===== src/hw/rtl/ilip_pkg.sv =====
// Shared types and constants for the indexed list
`timescale 1ns / 1ps

package ilip_pkg;

    localparam int DEPTH      = 16;
    localparam int DATA_WIDTH = 8;
    localparam int POS_W      = 16;
    localparam int OP_W       = 2;
    localparam int CNT_W      = $clog2(DEPTH + 1);
    localparam int IDX_W      = $clog2(DEPTH);
    localparam int RADIX      = 4;
    localparam int STEPS      = POS_W / RADIX;
    localparam int STEP_W     = (STEPS > 1) ? $clog2(STEPS) : 1;

    typedef enum logic [OP_W-1:0] {
        OP_INSERT = 2'd0,
        OP_PEEK   = 2'd1,
        OP_POP    = 2'd2,
        OP_UNUSED = 2'd3
    } op_t;

    typedef enum logic [1:0] {
        STATUS_OK    = 2'd0,
        STATUS_EMPTY = 2'd1,
        STATUS_FULL  = 2'd2
    } status_t;

    typedef enum logic [2:0] {
        K_INS,
        K_PEEK,
        K_POP,
        K_FULL,
        K_EMPTY,
        K_NOP
    } kind_t;

    typedef enum logic [1:0] {
        S_IDLE,
        S_WRAP,
        S_APPLY
    } state_t;

    typedef struct packed {
        logic                  ins_en;
        logic                  pop_en;
        logic [IDX_W-1:0]      idx;
        logic [CNT_W-1:0]      len;
        logic [DATA_WIDTH-1:0] data;
    } cell_cmd_t;

    typedef struct packed {
        logic             done;
        logic [IDX_W-1:0] idx;
    } wrap_res_t;

endpackage


===== src/hw/rtl/ilip_cell.sv =====
// One storage cell of the list: hold, load, or take a neighbor's word
`timescale 1ns / 1ps

module ilip_cell import ilip_pkg::*; (
    input  logic                  aclk,
    input  cell_cmd_t             cmd,
    input  logic [IDX_W-1:0]      cell_index,
    input  logic [DATA_WIDTH-1:0] left_data,
    input  logic [DATA_WIDTH-1:0] right_data,
    output logic [DATA_WIDTH-1:0] q
);

    logic [DATA_WIDTH-1:0] data_reg;
    logic [DATA_WIDTH-1:0] data_next;
    logic [CNT_W-1:0]      here;
    logic [CNT_W-1:0]      at;

    assign here = CNT_W'(cell_index);
    assign at   = CNT_W'(cmd.idx);

    always_comb begin
        data_next = data_reg;
        if (cmd.ins_en) begin
            if (here == at) begin
                data_next = cmd.data;
            end else if (here > at && here <= cmd.len) begin
                data_next = left_data;
            end
        end else if (cmd.pop_en) begin
            if (here >= at && (here + CNT_W'(1)) < cmd.len) begin
                data_next = right_data;
            end
        end
    end

    always_ff @(posedge aclk) begin
        data_reg <= data_next;
    end

    assign q = data_reg;

endmodule


===== src/hw/rtl/ilip_wrap.sv =====
// Signed position wrap: remainder by the modulus (the list length, or one more for an insert), RADIX bits per cycle
`timescale 1ns / 1ps

module ilip_wrap import ilip_pkg::*; (
    input  logic                    aclk,
    input  logic                    aresetn,
    input  logic                    start,
    input  logic signed [POS_W-1:0] pos,
    input  logic [CNT_W-1:0]        modulus,
    output wrap_res_t               res
);

    logic              busy_reg;
    logic              done_reg;
    logic              neg_reg;
    logic [POS_W-1:0]  mag_reg;
    logic [CNT_W-1:0]  rem_reg;
    logic [CNT_W-1:0]  rem_next;
    logic [CNT_W-1:0]  mod_reg;
    logic [STEP_W-1:0] step_reg;
    logic [CNT_W:0]    trial;
    logic [CNT_W-1:0]  fixed;

    always_comb begin
        rem_next = rem_reg;
        trial    = '0;
        for (int j = 0; j < RADIX; j++) begin
            trial = {rem_next, mag_reg[POS_W-1-j]};
            if (trial >= {1'b0, mod_reg}) begin
                trial = trial - {1'b0, mod_reg};
            end
            rem_next = trial[CNT_W-1:0];
        end
    end

    always_ff @(posedge aclk) begin
        if (!aresetn) begin
            busy_reg <= 1'b0;
            done_reg <= 1'b0;
        end else if (start) begin
            busy_reg <= 1'b1;
            done_reg <= 1'b0;
        end else if (busy_reg) begin
            if (step_reg == STEP_W'(STEPS - 1)) begin
                busy_reg <= 1'b0;
                done_reg <= 1'b1;
            end
        end else begin
            done_reg <= 1'b0;
        end
    end

    always_ff @(posedge aclk) begin
        if (start) begin
            neg_reg  <= pos[POS_W-1];
            mag_reg  <= pos[POS_W-1] ? POS_W'(-pos) : POS_W'(pos);
            rem_reg  <= '0;
            mod_reg  <= modulus;
            step_reg <= '0;
        end else if (busy_reg) begin
            mag_reg  <= mag_reg << RADIX;
            rem_reg  <= rem_next;
            step_reg <= step_reg + STEP_W'(1);
        end
    end

    assign fixed    = (neg_reg && rem_reg != '0) ? (mod_reg - rem_reg) : rem_reg;
    assign res.done = done_reg;
    assign res.idx  = fixed[IDX_W-1:0];

endmodule


===== src/hw/rtl/indexed_list_insert_pop.sv =====
// Ordered list of DEPTH words with insert, peek and pop at a wrapping signed position.
// Insert, peek and pop are accepted, then the remainder unit reduces the 16-bit position
// by the length (by the length plus one for an insert) four bits a cycle, and then the
// row of cells shifts the entries behind the position for insert and pop, and the result is
// registered. Insert into a full list, peek or pop of an empty list and the unused opcode
// skip the remainder unit. A result waits in the output register until taken; the next
// transfer is accepted meanwhile.
`timescale 1ns / 1ps

module indexed_list_insert_pop import ilip_pkg::*; (
    input  logic                    aclk,
    input  logic                    aresetn,
    input  logic                    s_valid,
    output logic                    s_ready,
    input  logic [OP_W-1:0]         s_operation,
    input  logic signed [POS_W-1:0] s_position,
    input  logic [DATA_WIDTH-1:0]   s_item_value,
    output logic                    m_valid,
    input  logic                    m_ready,
    output logic [DATA_WIDTH-1:0]   m_read_value,
    output logic [1:0]              m_status,
    output logic [CNT_W-1:0]        m_count
);

    state_t                state_reg;
    state_t                state_next;
    kind_t                 kind_reg;
    kind_t                 kind_acc;
    logic [DATA_WIDTH-1:0] item_reg;
    logic [CNT_W-1:0]      len_reg;
    logic [CNT_W-1:0]      len_next;
    logic [CNT_W-1:0]      modulus;
    logic                  accept;
    logic                  out_free;
    logic                  commit;
    logic                  wrap_start;
    wrap_res_t             wres;
    cell_cmd_t             cmd;
    logic [DATA_WIDTH-1:0] cell_q [DEPTH];

    logic                  m_valid_reg;
    logic [DATA_WIDTH-1:0] m_read_value_reg;
    status_t               m_status_reg;
    logic [CNT_W-1:0]      m_count_reg;

    assign accept   = s_valid && s_ready;
    assign out_free = !m_valid_reg || m_ready;

    always_comb begin
        unique case (op_t'(s_operation))
            OP_INSERT: kind_acc = (len_reg == CNT_W'(DEPTH)) ? K_FULL : K_INS;
            OP_PEEK:   kind_acc = (len_reg == '0) ? K_EMPTY : K_PEEK;
            OP_POP:    kind_acc = (len_reg == '0) ? K_EMPTY : K_POP;
            default:   kind_acc = K_NOP;
        endcase
    end

    assign modulus    = (op_t'(s_operation) == OP_INSERT) ? len_reg + CNT_W'(1) : len_reg;
    assign wrap_start = accept && (kind_acc == K_INS || kind_acc == K_PEEK || kind_acc == K_POP);

    always_comb begin
        state_next = state_reg;
        unique case (state_reg)
            S_IDLE:  if (accept) state_next = wrap_start ? S_WRAP : S_APPLY;
            S_WRAP:  if (wres.done) state_next = S_APPLY;
            S_APPLY: if (out_free) state_next = S_IDLE;
            default: state_next = S_IDLE;
        endcase
    end

    always_comb begin
        s_ready    = (state_reg == S_IDLE);
        commit     = (state_reg == S_APPLY) && out_free;
        cmd.ins_en = commit && (kind_reg == K_INS);
        cmd.pop_en = commit && (kind_reg == K_POP);
        cmd.idx    = wres.idx;
        cmd.len    = len_reg;
        cmd.data   = item_reg;
    end

    always_comb begin
        len_next = len_reg;
        if (cmd.ins_en) begin
            len_next = len_reg + CNT_W'(1);
        end else if (cmd.pop_en) begin
            len_next = len_reg - CNT_W'(1);
        end
    end

    always_ff @(posedge aclk) begin
        if (!aresetn) begin
            state_reg   <= S_IDLE;
            len_reg     <= '0;
            m_valid_reg <= 1'b0;
            kind_reg    <= K_NOP;
        end else begin
            state_reg <= state_next;
            len_reg   <= len_next;
            if (accept) begin
                kind_reg <= kind_acc;
            end
            if (commit) begin
                m_valid_reg <= 1'b1;
            end else if (m_ready) begin
                m_valid_reg <= 1'b0;
            end
        end
    end

    always_ff @(posedge aclk) begin
        if (accept) begin
            item_reg <= s_item_value;
        end
        if (commit) begin
            m_read_value_reg <= (kind_reg == K_PEEK || kind_reg == K_POP)
                              ? cell_q[wres.idx] : '0;
            m_count_reg      <= len_next;
            unique case (kind_reg)
                K_FULL:  m_status_reg <= STATUS_FULL;
                K_EMPTY: m_status_reg <= STATUS_EMPTY;
                default: m_status_reg <= STATUS_OK;
            endcase
        end
    end

    ilip_wrap u_wrap (
        .aclk    (aclk),
        .aresetn (aresetn),
        .start   (wrap_start),
        .pos     (s_position),
        .modulus (modulus),
        .res     (wres)
    );

    for (genvar g = 0; g < DEPTH; g++) begin : g_cell
        ilip_cell u_cell (
            .aclk       (aclk),
            .cmd        (cmd),
            .cell_index (IDX_W'(g)),
            .left_data  (cell_q[(g == 0) ? 0 : g - 1]),
            .right_data (cell_q[(g == DEPTH - 1) ? g : g + 1]),
            .q          (cell_q[g])
        );
    end

    assign m_valid      = m_valid_reg;
    assign m_read_value = m_read_value_reg;
    assign m_status     = m_status_reg;
    assign m_count      = m_count_reg;

endmodule


===== config.mk =====
export PLATFORM = sky130hd
export DESIGN_NAME = indexed_list_insert_pop
export DESIGN_NICKNAME = d
export VERILOG_FILES = /design/src/hw/rtl/ilip_pkg.sv /design/src/hw/rtl/ilip_cell.sv /design/src/hw/rtl/ilip_wrap.sv /design/src/hw/rtl/indexed_list_insert_pop.sv
export SDC_FILE = /design/constraint.sdc
export NUM_CORES = 1
export LEC_CHECK = 0
export CORE_UTILIZATION = 55
export CTS_BUF_LIST = sky130_fd_sc_hd__clkbuf_8 sky130_fd_sc_hd__clkbuf_16
export CTS_CLUSTER_SIZE = 20
export DETAILED_ROUTE_END_ITERATION = 8
export DONT_BUFFER_PORTS = 1
export HOLD_SLACK_MARGIN = 0.05
export PLACE_DENSITY = 0.72
export SYNTH_ARGS = -nofsm -noshare
export SYNTH_HDL_FRONTEND = slang
export SYNTH_SLANG_ARGS = --single-unit

===== constraint.sdc =====
create_clock -name aclk -period 8.31 [get_ports aclk]
set_input_delay 0 -clock aclk [delete_from_list [all_inputs] [get_ports aclk]]
set_output_delay 0 -clock aclk [all_outputs]
set_load 0.01 [all_outputs]

# After elaboration in Yosys (flattened, before gate mapping)
# Index checks and enable logic that the tools add are counted.
totals:
  ff_bits: 193
  input_bits: 30
  out_inout_bits: 17
  word_cells: 343
classes:
  n_addsub: 9
  magnitude_cmp: 65
  eq_ne: 45
  n_mux: 105
  bitwise: 3
  reduce_logical: 85
op_table:
  columns: ["cell", "count"]
  rows:
  - ["$mux W8", 78]
  - ["$mux W16", 3]
  - ["$reduce_and A3 Y1", 16]
  - ["$ne A3 B1 Y1 const B", 14]
  - ["$le A4 B5 Y1 const A", 8]
  - ["$lt A4 B5 Y1 const A", 8]
  - ["$reduce_bool A2 Y1", 19]
  - ["$logic_and A1 B1 Y1", 36]
  - ["$mux W5", 7]
  - ["$bmux W8 S4", 1]
  - ["$eq A4 B4 Y1 const A", 8]
  - ["$gt A4 B4 Y1 const A", 8]
  - ["$ge A4 B4 Y1 const A", 7]
  - ["$ge A6 B5 Y1", 4]
  - ["$le A3 B5 Y1 const A", 4]
  - ["$lt A3 B5 Y1 const A", 4]
  - ["$sub A5 B5 Y5", 4]
  - ["$eq A3 B4 Y1 const A", 4]
  - ["$ge A3 B4 Y1 const A", 4]
  - ["$gt A3 B4 Y1 const A", 4]
  - ["$neg A16 Y16", 1]
  - ["$le A2 B5 Y1 const A", 2]
  - ["$logic_not A5 Y1", 2]
  - ["$lt A2 B5 Y1 const A", 2]
  - ["other kinds (37)", 64]

# Depth between registers and ports, before layout
depth:
  word_depth: 10
  mapped_depth: 33

# By module
# A second synthesis with hierarchy kept.
unflattened:
  cells_unflattened: 1742
  area_unflattened_um2: 17304.1
by_module_without_submodules:
  columns: ["mod", "n_inst", "cells_per_inst", "area_each_um2", "seq_area_each_um2"]
  rows:
  - ["ilip_cell (g_cell[0].u_cell ...)", 15, 80, 759.5, 240.2]
  - ["ilip_wrap", 1, 271, 2610.0, 840.8]
  - ["indexed_list_insert_pop", 1, 191, 2536.2, 910.9]
  - ["ilip_cell (g_cell[8].u_cell)", 1, 80, 765.7, 240.2]

# Worst setup path before layout
# OpenSTA, ideal clock, no wires.
synth_path:
  path_type: "reg2reg"
  from: "register u_wrap.mod_reg[1]"
  to: "register u_wrap.rem_reg[2]"
  setup_ns: 0.097
  t_arrival_ns: 7.231
  t_required_ns: 8.213
  path_slack_ns: 0.982
  stages_incl_launch_ff: 31
  path_buffers: 2
  synth_period_minus_slack_ns: 7.328
  path_cell_list: "edfxtp_1 > inv_1 > fa_1 > a21oi_1 > o22ai_2 > or3_1 > buf_6 > mux2_2 > ha_1 > nand2b_1 > o2bb2ai_1 > a21oi_1 > a211oi_4 > mux2_2 > fa_1 > nand2b_1 > o2bb2ai_1 > a21oi_1 > a211oi_1 > mux2i_1 > mux2i_1 > fa_1 > a21o_1 > a21o_1 > a21o_1 > a21oi_1 > o41ai_1 > a221o_1 > buf_6 > or4b_1 > o311ai_1"
synth_between:
  elab_chain_cells: 8
synth_rtl:
  columns: ["item", "line_no", "rtl"]
  rows:
  - ["from (decl)", "ilip_wrap.sv:19", "logic [CNT_W-1:0] mod_reg;"]
  - ["from (signal assigned)", "ilip_wrap.sv:58", "mod_reg <= modulus;"]
  - ["$sub A5 B5 Y5 / $ge A6 B5 Y1 (equally long branches)", "ilip_wrap.sv:30, ilip_wrap.sv:29", null]
  - ["$mux W5", "ilip_wrap.sv:29", "if (trial >= {1'b0, mod_reg}) begin"]
  - ["$sub A5 B5 Y5 / $ge A6 B5 Y1 (equally long branches)", "ilip_wrap.sv:30, ilip_wrap.sv:29", null]
  - ["$mux W5", "ilip_wrap.sv:29", null]
  - ["$sub A5 B5 Y5 / $ge A6 B5 Y1 (equally long branches)", "ilip_wrap.sv:30, ilip_wrap.sv:29", null]
  - ["$mux W5", "ilip_wrap.sv:29", null]
  - ["$ge A6 B5 Y1 / $sub A5 B5 Y5 (equally long branches)", "ilip_wrap.sv:29, ilip_wrap.sv:30", null]
  - ["$mux W5 *", "ilip_wrap.sv:29", null]
  - ["to (signal assigned)", "ilip_wrap.sv:62", "rem_reg <= rem_next;"]
  - ["to (decl)", "ilip_wrap.sv:17", "logic [CNT_W-1:0] rem_reg;"]
# Every way passes the cells marked *; elsewhere a longest branch is shown, timed or not.
# A chain may end at the register's enable or synchronous reset.

# Final worst setup path
layout_path:
  from: "register u_wrap.mod_reg[0]"
  to: "register u_wrap.rem_reg[2]"
# Same word-level chain as after synthesis.

==> results.json <==
{
  "drtAntennaViolNets": 0,
  "areaGrowthSynthToFinish_pct": 10.8,
  "synth_edf_count": 173,
  "leakage_uw": 0.00503,
  "p_per_area_nw_per_um2": 329,
  "clk_pin_slew_ns": 0.08,
  "grt_max_degree": 127,
  "ys_seq_area_frac": 0.463,
  "finalClockSkew_ns": 0.0146,
  "yosysMostFrequentCell": "nand2_1",
  "startpoint_type": "flop",
  "rsz0062_at_grt": "no",
  "synth_common_cells": "nand2_1, edfxtp_1, nor2_1",
  "finalHoldViolations": 0,
  "min_period_ns": 7.83,
  "relSlewSlack": 0.222,
  "clk_path_buf_depth": 2,
  "antenna_cells": 0,
  "p_clk_frac": 0.188,
  "routed-via-count": 9592,
  "tns_ns": 0,
  "clkLatencyLatePin_ns": 0.45,
  "cts_sinks": 193,
  "intPower_uw": 2520,
  "hp-class": "input pin to flop",
  "drc": 0,
  "synthesis.nets": 1345,
  "status": "complete, no violations",
  "via_per_inst": 6.11,
  "ys_types": 70,
  "ys.flop_type": "edfxtp_1",
  "h-tree-depth": 4,
  "gr-total-overflow": 0,
  "grt_pass1_wl_mm": 49.6,
  "switching_share": 0.429,
  "fmax_ghz": 0.128,
  "place_area_um2": 12400,
  "drive_gt1_frac": 0.0765,
  "syn_area_um2": 12100,
  "grt_pass1_vias": 9092,
  "ir_drop_uv": 352,
  "drv_cap": 0,
  "grt_usage": 0.287,
  "drt_iter0_drc": 1043,
  "final_util": 0.629,
  "globalplace.congestion": 0.847,
  "drt_pre_antenna_iters": 6,
  "critPathSlowestCell": "or4b_1",
  "synthArstFlopShare": 0,
  "hpwl_mm": 20.4,
  "io_pins": 47,
  "end_kind": "flop",
  "cts_buffers": 17,
  "start_util": 0.568,
  "combinationalPowerShare": 0.552,
  "power_frac_seq": 0.260,
  "die_h_um": 150,
  "ys_seq_elements": 193,
  "worstPathArrival_ns": 8.17,
  "synth_area_leaders": "edfxtp_1, mux2i_1, a21oi_1",
  "worstMarginPinSlew_ns": 1.17,
  "core_um2": 21300,
  "critical_path_class": "flop to flop",
  "dieArea_um2": 22600,
  "dieWidth_um": 150,
  "drv_slew": 0,
  "cts_tree": "yes",
  "num_rows": 53,
  "p_sw_uw": 1890,
  "max_stage_delay_ns": 0.53,
  "antenna_found_initial": 0,
  "final_area_um2": 13400,
  "largest_register_ffs": 128,
  "worstPathRequired_ns": 8.65,
  "port-buffer-count": 0,
  "wire_per_inst_um": 19.7,
  "cp_common_cell": "a21oi_1",
  "clockRootBuffer": "clkbuf_16",
  "wl_mm": 30.9,
  "syn_area_per_cell_um2": 9.45,
  "setup_viol": 0,
  "post-route-period-util": 0.943,
  "yosys.area.top_type_share": 0.430,
  "postSynthCellCount": 1280,
  "fillers": 1754,
  "yosys.area.top_type": "edfxtp_1",
  "ys_warn_count": 0,
  "nets": 1346,
  "path_max_fanout": 7
}
critical path: cells and delay by family (launching register included):
family | cells | cell delay, ns
DFF | 1 | 0.51
muxes | 4 | 1.38
adders and majority gates | 5 | 1.81
AOI/OAI and AO/OA | 15 | 2.72
buffers and inverters | 1 | 0.07
and+or+nand+nor | 4 | 1.26
kinds of logic (layout without fill, tap and decap cells):
logic type | count (synthesis) | count (layout) | synth area share
mux | 143 | 143 | 0.121
buf+inv | 122 | 136 | 0.0401
simple gates | 461 | 461 | 0.164
compound gates | 289 | 289 | 0.146
flops | 193 | 193 | 0.463
fa+ha+maj | 35 | 35 | 0.0393
xor+xnor | 37 | 37 | 0.0268
cell type report:
type	instances	area, um2	share of cell area
Clock buffer	17	425	0.0318
Clock inverter	15	163	0.0121
Inverter	32	120	0.00897
Multi-Input combinational cell	965	6100	0.456
Sequential cell	193	5600	0.418
Tap cell	275	344	0.0257
Timing Repair Buffer	72	641	0.0478
per-stage QoR:
step | std cells | power (uW) | setup WS, ns | hold WS [ns]
finish | 1569 | 4400 | 0.476 | 0.0820
global route | 1569 | 4670 | 0.00580 | 0.139
CTS | 1563 | 4350 | 0.348 | 0.0768
detailed placement | 1491 | 3510 | 0.386 | 0.0953
global placement | 1491 | 3480 | 0.523 | 0.0933
floorplan | 1280 | 3020 | 0.982 | 0.0989
power groups by stage:
stage | clock network (uW) | registers (uW) | logic [uW]
after CTS | 831 | 1140 | 2380
final | 827 | 1140 | 2430
after detailed placement | 0 | 1160 | 2340
after global routing | 865 | 1150 | 2650
after global placement | 0 | 1160 | 2310
after floorplan | 0 | 1130 | 1880
path summary, 6_finish.rpt:
path	endpoint	from	slack [ns]	cells after the start
hold reg to reg	u_wrap.step_reg[1]	u_wrap.step_reg[1]	0.52	2
hold / removal	u_wrap.mag_reg[7]	s_position[5]	0.08	4
setup reg to reg	u_wrap.rem_reg[2]	u_wrap.mod_reg[0]	0.48	29
setup / recovery	u_wrap.rem_reg[2]	u_wrap.mod_reg[0]	0.48	29
metal layers:
layer,vias to the layer above,GRT usage,wire length (um)
met2,360,0.443,14100
met3,48,0.0503,2370
li1,4635,-,-
met4,0,0.0793,449
met1,4549,0.415,13900
met5,-,0,0
placed cells by master, fill, tap and decap left out, drive strengths merged, types with 5 or more instances in the layout:
cell / count
a21o: 7
nand3: 37
a211oi: 10
xnor2: 17
edfxtp: 173
or3: 10
o21ai: 39
clkinv: 8
a311oi: 8
nand2: 186
clkbuf: 17
ha: 30
nor2: 159
and3: 12
nand2b: 9
and2: 7
nor4: 6
buf: 32
nor3: 18
dlygate4sd3: 40
mux2i: 118
fa: 5
dfxtp: 20
a31oi: 29
xor2: 20
a21oi: 141
a221oi: 5
o31ai: 8
mux2: 25
inv: 38
repair_timing:
item,CTS,global route
hold buffers,40,0
hold endpoints to repair,43,0
buffers inserted,0,6
endpoints found under the setup margin,0,1
resized for setup,0,0
Power figures use the tool's default switching activity.
